===== config.mk =====
export PLATFORM = sky130hd
export DESIGN_NAME = edp_unit_mult
export DESIGN_NICKNAME = d
export VERILOG_FILES = /design/src/design/expires_duration_parser_assert.svh /design/src/design/edp_pkg.sv /design/src/design/edp_unit_mult.sv
export SDC_FILE = /design/constraint.sdc
export NUM_CORES = 2
export LEC_CHECK = 0
export ABC_AREA = 1
export BUFFER_PORTS_ARGS = -buffer_cell sky130_fd_sc_hd__buf_2
export CAP_MARGIN = 20
export CORE_UTILIZATION = 66
export CTS_CLUSTER_DIAMETER = 200
export DETAILED_ROUTE_END_ITERATION = 6
export HOLD_SLACK_MARGIN = 0.12
export PLACE_DENSITY_LB_ADDON = 0.3
export SYNTH_ARGS = -nofsm -noshare
export SYNTH_HDL_FRONTEND = slang
export SYNTH_SLANG_ARGS = --single-unit
export TNS_END_PERCENT = 50

===== constraint.sdc =====
create_clock -name i_clk -period 12 [get_ports i_clk]
set_input_delay 3.6 -clock i_clk [delete_from_list [all_inputs] [get_ports i_clk]]
set_output_delay 3.6 -clock i_clk [all_outputs]
set_load 0.1 [all_outputs]

===== src/design/expires_duration_parser_assert.svh =====
// Assertion macros for the expires duration parser.
// Each use takes a label, the clock, the active-low reset, a condition and a check.
`ifndef EXPIRES_DURATION_PARSER_ASSERT_SVH
`define EXPIRES_DURATION_PARSER_ASSERT_SVH
`ifndef SYNTHESIS
`define EDP_ASSERT_NOW(label, clk, rst_n, ante, cons) \
    label: assert property (@(posedge clk) disable iff (!(rst_n)) (ante) |-> (cons)) \
        else $error("edp assertion failed");
`define EDP_ASSERT_NEXT(label, clk, rst_n, ante, cons) \
    label: assert property (@(posedge clk) disable iff (!(rst_n)) (ante) |=> (cons)) \
        else $error("edp assertion failed");
`else
`define EDP_ASSERT_NOW(label, clk, rst_n, ante, cons)
`define EDP_ASSERT_NEXT(label, clk, rst_n, ante, cons)
`endif
`endif


===== src/design/edp_pkg.sv =====
`timescale 1ns / 1ps
`default_nettype none

package edp_pkg;

    localparam int SEC_W    = 63;
    localparam int NUM_UNIT = 6;
    localparam int UCHAR_N  = 7;
    localparam int KSEC_W   = 25;

    localparam logic [SEC_W-1:0] SEC_MAX = {SEC_W{1'b1}};

    localparam logic [2:0] ACCESS_LEN = 3'd6;
    localparam logic [2:0] PLUS_LEN   = 3'd4;

    localparam logic [7:0] CH_ZERO = 8'h30;
    localparam logic [7:0] CH_S    = 8'h73;

    // names left-justified, first letter in the top byte
    localparam logic [NUM_UNIT-1:0][47:0] UNIT_NAME = {
        {"year", 16'h0000},
        {"month", 8'h00},
        {"day", 24'h000000},
        {"hour", 16'h0000},
        "minute",
        "second"
    };
    localparam logic [NUM_UNIT-1:0][2:0] UNIT_NCHAR = {
        3'd4, 3'd5, 3'd3, 3'd4, 3'd6, 3'd6
    };
    localparam logic [NUM_UNIT-1:0][KSEC_W-1:0] UNIT_SECS = {
        25'd31536000, 25'd2592000, 25'd86400, 25'd3600, 25'd60, 25'd1
    };

    typedef enum logic [3:0] {
        PH_LEAD,
        PH_ACC,
        PH_MID,
        PH_PLUS,
        PH_GAP,
        PH_NUM,
        PH_NUMWS,
        PH_UNIT
    } t_phase;

    typedef logic [UCHAR_N-1:0][7:0] t_uchars;

    typedef struct packed {
        logic       hit;
        logic [2:0] idx;
    } t_umatch;

    typedef struct packed {
        logic [NUM_UNIT-1:0]            ovf;
        logic [NUM_UNIT-1:0][SEC_W-1:0] prod;
    } t_prod;

    function automatic logic is_ws(input logic [7:0] c);
        return (c == 8'd32) || ((c >= 8'd9) && (c <= 8'd13));
    endfunction

    function automatic logic is_digit(input logic [7:0] c);
        return (c >= 8'h30) && (c <= 8'h39);
    endfunction

    function automatic logic is_alpha(input logic [7:0] c);
        return ((c >= 8'h61) && (c <= 8'h7a)) || ((c >= 8'h41) && (c <= 8'h5a));
    endfunction

    function automatic logic [7:0] to_lower(input logic [7:0] c);
        return ((c >= 8'h41) && (c <= 8'h5a)) ? (c + 8'd32) : c;
    endfunction

    function automatic logic [7:0] access_char(input logic [2:0] idx);
        logic [7:0] r;
        case (idx)
            3'd0:    r = "a";
            3'd1:    r = "c";
            3'd2:    r = "c";
            3'd3:    r = "e";
            3'd4:    r = "s";
            3'd5:    r = "s";
            default: r = 8'h00;
        endcase
        return r;
    endfunction

    function automatic logic [7:0] plus_char(input logic [2:0] idx);
        logic [7:0] r;
        case (idx)
            3'd0:    r = "p";
            3'd1:    r = "l";
            3'd2:    r = "u";
            3'd3:    r = "s";
            default: r = 8'h00;
        endcase
        return r;
    endfunction

    // saturate at SEC_MAX
    function automatic logic [SEC_W-1:0] add_digit(input logic [SEC_W-1:0] num,
                                                   input logic [7:0] c);
        logic [SEC_W+3:0] t;
        t = (SEC_W+4)'({num, 3'b000}) + (SEC_W+4)'({num, 1'b0})
          + (SEC_W+4)'(c - CH_ZERO);
        return (t > (SEC_W+4)'(SEC_MAX)) ? SEC_MAX : t[SEC_W-1:0];
    endfunction

    function automatic t_umatch unit_lookup(input t_uchars chars, input logic [3:0] cnt);
        t_umatch    m;
        logic       ok;
        logic [2:0] len;
        m = '{hit: 1'b0, idx: 3'd0};
        for (int u = 0; u < NUM_UNIT; u++) begin
            len = UNIT_NCHAR[u];
            ok  = (cnt == {1'b0, len})
               || ((cnt == ({1'b0, len} + 4'd1)) && (chars[len] == CH_S));
            for (int k = 0; k < 6; k++) begin
                if ((3'(k) < len) && (chars[k] != UNIT_NAME[u][47-8*k -: 8])) begin
                    ok = 1'b0;
                end
            end
            if (ok && !m.hit) begin
                m.hit = 1'b1;
                m.idx = 3'(u);
            end
        end
        return m;
    endfunction

endpackage

`default_nettype wire


===== src/design/edp_unit_mult.sv =====
`timescale 1ns / 1ps
`default_nettype none

// Two-stage constant multiply of the number by every unit's seconds.
module edp_unit_mult (
    input  wire logic                       i_clk,
    input  wire logic [edp_pkg::SEC_W-1:0]  i_number,
    output edp_pkg::t_prod                  o_prod
);

    localparam int LO_W   = 32 + edp_pkg::KSEC_W;
    localparam int HI_W   = edp_pkg::SEC_W - 32 + edp_pkg::KSEC_W;
    localparam int FULL_W = edp_pkg::SEC_W + edp_pkg::KSEC_W;

    logic [edp_pkg::NUM_UNIT-1:0][LO_W-1:0] r_lo;
    logic [edp_pkg::NUM_UNIT-1:0][HI_W-1:0] r_hi;
    edp_pkg::t_prod                         r_prod;
    logic [edp_pkg::NUM_UNIT-1:0][FULL_W-1:0] n_full;

    always_ff @(posedge i_clk) begin
        for (int u = 0; u < edp_pkg::NUM_UNIT; u++) begin
            r_lo[u] <= LO_W'(i_number[31:0]) * LO_W'(edp_pkg::UNIT_SECS[u]);
            r_hi[u] <= HI_W'(i_number[edp_pkg::SEC_W-1:32]) * HI_W'(edp_pkg::UNIT_SECS[u]);
        end
    end

    always_comb begin
        for (int u = 0; u < edp_pkg::NUM_UNIT; u++) begin
            n_full[u] = {r_hi[u], 32'h0} + FULL_W'(r_lo[u]);
        end
    end

    always_ff @(posedge i_clk) begin
        for (int u = 0; u < edp_pkg::NUM_UNIT; u++) begin
            r_prod.ovf[u]  <= |n_full[u][FULL_W-1:edp_pkg::SEC_W];
            r_prod.prod[u] <= n_full[u][edp_pkg::SEC_W-1:0];
        end
    end

    assign o_prod = r_prod;

endmodule

`default_nettype wire


# ---- Word level (Yosys, flattened, before mapping)
# Index checks and enable logic that the tools add are counted.
dict set report totals {
  wordCells 41
  reg_bits 870
  inputBits 64
  out_inout_bits 384
}
dict set report op_classes {
  reduce_logical 6
  add_sub_neg 6
  n_mul 10
}
# operator n
set op_table {}
lappend op_table {{$reduce_or A25 Y1} 6}
lappend op_table {{$add A88 B57 Y88} 1}
lappend op_table {{$add A85 B54 Y86} 1}
lappend op_table {{$add A80 B49 Y81} 1}
lappend op_table {{$add A75 B44 Y76} 1}
lappend op_table {{$add A69 B38 Y70} 1}
lappend op_table {{$add A63 B32 Y64} 1}
lappend op_table {{$mul A32 B18 Y50 const B} 1}
lappend op_table {{$mul A31 B18 Y49 const B} 1}
lappend op_table {{$mul A32 B14 Y46 const B} 1}
lappend op_table {{$mul A31 B14 Y45 const B} 1}
lappend op_table {{$mul A32 B10 Y42 const B} 1}
lappend op_table {{$mul A31 B10 Y41 const B} 1}
lappend op_table {{$mul A32 B8 Y40 const B} 1}
lappend op_table {{$mul A31 B8 Y39 const B} 1}
lappend op_table {{$mul A32 B4 Y36 const B} 1}
lappend op_table {{$mul A31 B4 Y35 const B} 1}

# ---- Logic depth before layout (Yosys ltp)
dict set report depth {
  depth_word 2
  ltp_mapped 25
  ltp_nobuf 25
}

# ---- Worst setup path after synthesis
# Ideal clock, no wire load.
dict set report synth_timing {
  path_kind {input to register}
  from {input i_number[32] (netlist name)}
  to {register r_hi[327] (netlist name)}
  slack_ns 3.627
  t_arrival_ns 8.260
  path_buffers 0
  setup_time_ns 0.112
  required_ns 11.888
  cell_stages 18
  path_cell_list {fa_1 > fa_1 > fa_1 > inv_1 > fa_1 > fa_1 > inv_1 > fa_1 > ha_1 > a21oi_1 > o21ai_1 > a21oi_1 > nor3b_1 > o21ai_1 > nand2_1 > nand2_1 > nand2_1 > nand2_1}
}
dict set report synth_via {
  elab_chain_len 1
}
# element line
set synth_lines {}
lappend synth_lines {{from (decl)} edp_unit_mult.sv:7} ;# input wire logic [edp_pkg::SEC_W-1:0] i_number,
lappend synth_lines {{$mul A31 B18 Y49} edp_unit_mult.sv:23} ;# r_hi[u] <= HI_W'(i_number[edp_pkg::SEC_W-1:32]) * HI_W'(edp_pkg::UNIT_SECS[u]);
lappend synth_lines {{to (signal, indexed assignment)} edp_unit_mult.sv:23}
lappend synth_lines {{to (decl)} edp_unit_mult.sv:16} ;# logic [edp_pkg::NUM_UNIT-1:0][HI_W-1:0] r_hi;
# Every way passes these cells.

# ---- Worst setup path in the final report
dict set report layout_timing {
  from {input i_number[36] (netlist name)}
  to {register r_hi[327] (netlist name)}
}
# Same word-level chain as after synthesis.

==> impl_metrics.tcl <==
set metrics [dict create \
    hp-class "flop to flop" \
    startpoint "i_number[36]" \
    final_cells 11718 \
    place_inst 11561 \
    crit_arrival_ns 9.60 \
    dp_slack_ns 2.47 \
    die_w_um 349 \
    fin_crit_sh 0.748 \
    root_buffer "clkbuf_16" \
    max_freq_mhz 111 \
    cap_violations 0 \
    worstSetupStartpointType "input pin" \
    synthTopCellsByArea "fa_1 22%, dfxtp_1 20%, ha_1 18%, inv_1 9.5%, nand2_1 7.6%" \
    synthCells 9550 \
    postCtsSetupRepairBufs 0 \
    coreArea_sq_mm 0.119 \
    place.gp.congestion 1.12 \
    antenna_found_initial 16 \
    wire_per_inst_um 24.4 \
    grt_max_degree 17 \
    cts_tree "built" \
    rsz0062_at_grt "false" \
    via_per_inst 6.01 \
    layout_commonest_cell "inv_1" \
    async_reset_ff_frac 0 \
    reg2reg_depth 15 \
    grt_overflow 0 \
    synthFlopType "dfxtp_1" \
    grt.total_usage 0.471 \
    port_buffers 418 \
    met3_usage 0.186 \
    ys_ff_latch 802 \
    ant_nets 0 \
    tightestPinTransition_ns 1.19 \
    clock_sinks 802 \
    cp_cell_sequence "buf_2, inv_1, fa_1, fa_1, fa_1, fa_1, fa_1, fa_1, inv_1, ha_1, a21oi_1, o21ai_1, a21oi_1, nor3b_1, o21ai_1, nand2_1, nand2_1, nand2_1, nand2_1" \
    cts-htree-levels 3 \
    row_count 126 \
    drive_gt1_frac 0.0639 \
    hold_viol 0 \
    gr-usage-met1 0.608 \
    dr.pass1.iters 7 \
    crit_slowest_cell "buf_2" \
    cp_slowest_stage_delay_ns 0.65 \
    area_growth_pct 8.50 \
    layout.cells.most_common_list "2016 x inv_1, 1610 x nand2_1, 1167 x ha_1" \
    clk_latency_ns 0.75 \
    setup_violations 0 \
    hold_buffers 0 \
    drc_errors 83 \
    fp.dieArea_sq_mm 0.122 \
    crit_path_end_kind "flop" \
    slew_headroom 0.199 \
    min_from "r_lo[28]$_DFF_P_" \
    violations "design-rule violations" \
    crit_buf_inv 3 \
    hold_path_end "o_prod[28]$_DFF_P_" \
    reg2reg_to "o_prod[379]$_DFF_P_" \
    ys_seq_area_frac 0.202 \
    drt_iter0_markers 8298 \
    criticalPathCategory "input pin to flop" \
    cpLargestDelayFamily "adder cells" \
    synth_edf_count 0 \
    via_count 70370 \
    yosysWarnings 0 \
    setup_ws_ns 3.02 \
    synth_top_cell_by_area "fa_1" \
    whs_path_depth 0 \
    worst-path-max-fanout 14 \
    start_util 0.669 \
    cts_buffers 84 \
    status "finished, violations left" \
    timing.setup.tns_ns 0 \
    slew_violations 0 \
    finalNetCount 12159 \
    grt_first_pass_wirelength_um 428000 \
    fill_cells 8940 \
    post_cts_resized 0 \
    dpl.hpwl_um 243000 \
    grt_pass1_vias 71335 \
    grtUsageMet2 0.684 \
    ios 448 \
    r2r_start "r_hi[287]$_DFF_P_" \
    fin_skew_ns 0.0379 \
    synth_area_per_cell_sq_um 8.31 \
    yosysTopAreaCellShare 0.222 \
    worst-r2r-setup-slack_ns 8.22 \
    hold_ws_ns 0.301 \
    syn-cell-area_sq_mm 0.0794 \
    period_minus_slack_ns 8.98 \
    busiest_layer "met2" \
    max-clock-path-buffers 3 \
    cp_data_required_time_ns 12.62 \
    drt_wl_total_um 286000 \
    fp.dieH_um 349 \
    yosysUniqueCellTypes 64 \
    clk_pin_slew_ns 0.07 \
    crit_top_cell "fa_1" \
]
worst max-delay path by stage:
stage / end / slack [ns] / cells after the start
after floorplan: r_hi[327]$_DFF_P_ / 3.63 / 18
after global placement: r_lo[327]$_DFF_P_ / 2.47 / 17
after detailed placement: r_lo[329]$_DFF_P_ / 2.47 / 17
after CTS: r_lo[329]$_DFF_P_ / 3.21 / 17
after global routing: r_hi[327]$_DFF_P_ / 2.85 / 20
final: r_hi[327]$_DFF_P_ / 3.02 / 19
cells in the mapped netlist, drive strengths merged, types with 25 or more instances:
master,instances
a21boi,25
a21o,54
a21oi,500
a31oi,83
buf,45
dfxtp,802
fa,881
ha,1167
inv,2025
nand2,1621
nand3,351
nand4,84
nor2,794
nor3,114
nor4,62
o21a,29
o21ai,299
o21bai,39
xnor2,144
xor2,343
cell type report:
| type | count | area, sq um | area share |
|---|---|---|---|
| multi-input cells | 6705 | 55500 | 0.644 |
| flip-flops and latches | 802 | 16100 | 0.186 |
| inverters | 2026 | 7600 | 0.0883 |
| clock buffers | 107 | 2300 | 0.0267 |
| repair buffers | 428 | 2170 | 0.0252 |
| well taps | 1600 | 2000 | 0.0232 |
| clock inverters | 43 | 488 | 0.00566 |
| diodes | 7 | 17.5 | 0.000203 |
logic make-up (layout without fill, tap and decap cells):
kind of cell,after synthesis,after routing,share of synthesized area
buffers and inverters,2071,2604,0.0999
flip-flops,802,802,0.202
AND/OR/NAND/NOR,3067,3067,0.162
XOR/XNOR,487,487,0.0537
adder cells (fa/ha/maj),2048,2048,0.406
AO/OA/AOI/OAI,1074,1074,0.0766
other,1,36,0.0000472
state kept, by name (all words and copies together) (netlist names):
signal and cells:
r_hi 227, o_prod 342, r_lo 233
routing by layer:
metal	part of all wire	routed length, um	up-vias
met5	0.00029	82	-
met4	0.060	17300	10
met3	0.15	41500	1144
met2	0.41	117000	4795
met1	0.38	110000	33401
li1	-	-	31020
metrics by stage:
step	cell area (sq um)	utilization
after global routing	86100	0.726
after global placement	83300	0.702
after floorplan	79500	-
final	86200	0.726
after detailed placement	83300	0.702
after CTS	86100	0.726
Power is not shown: default switching activity piles up to over one toggle a cycle in this logic, so the estimate is an artifact.
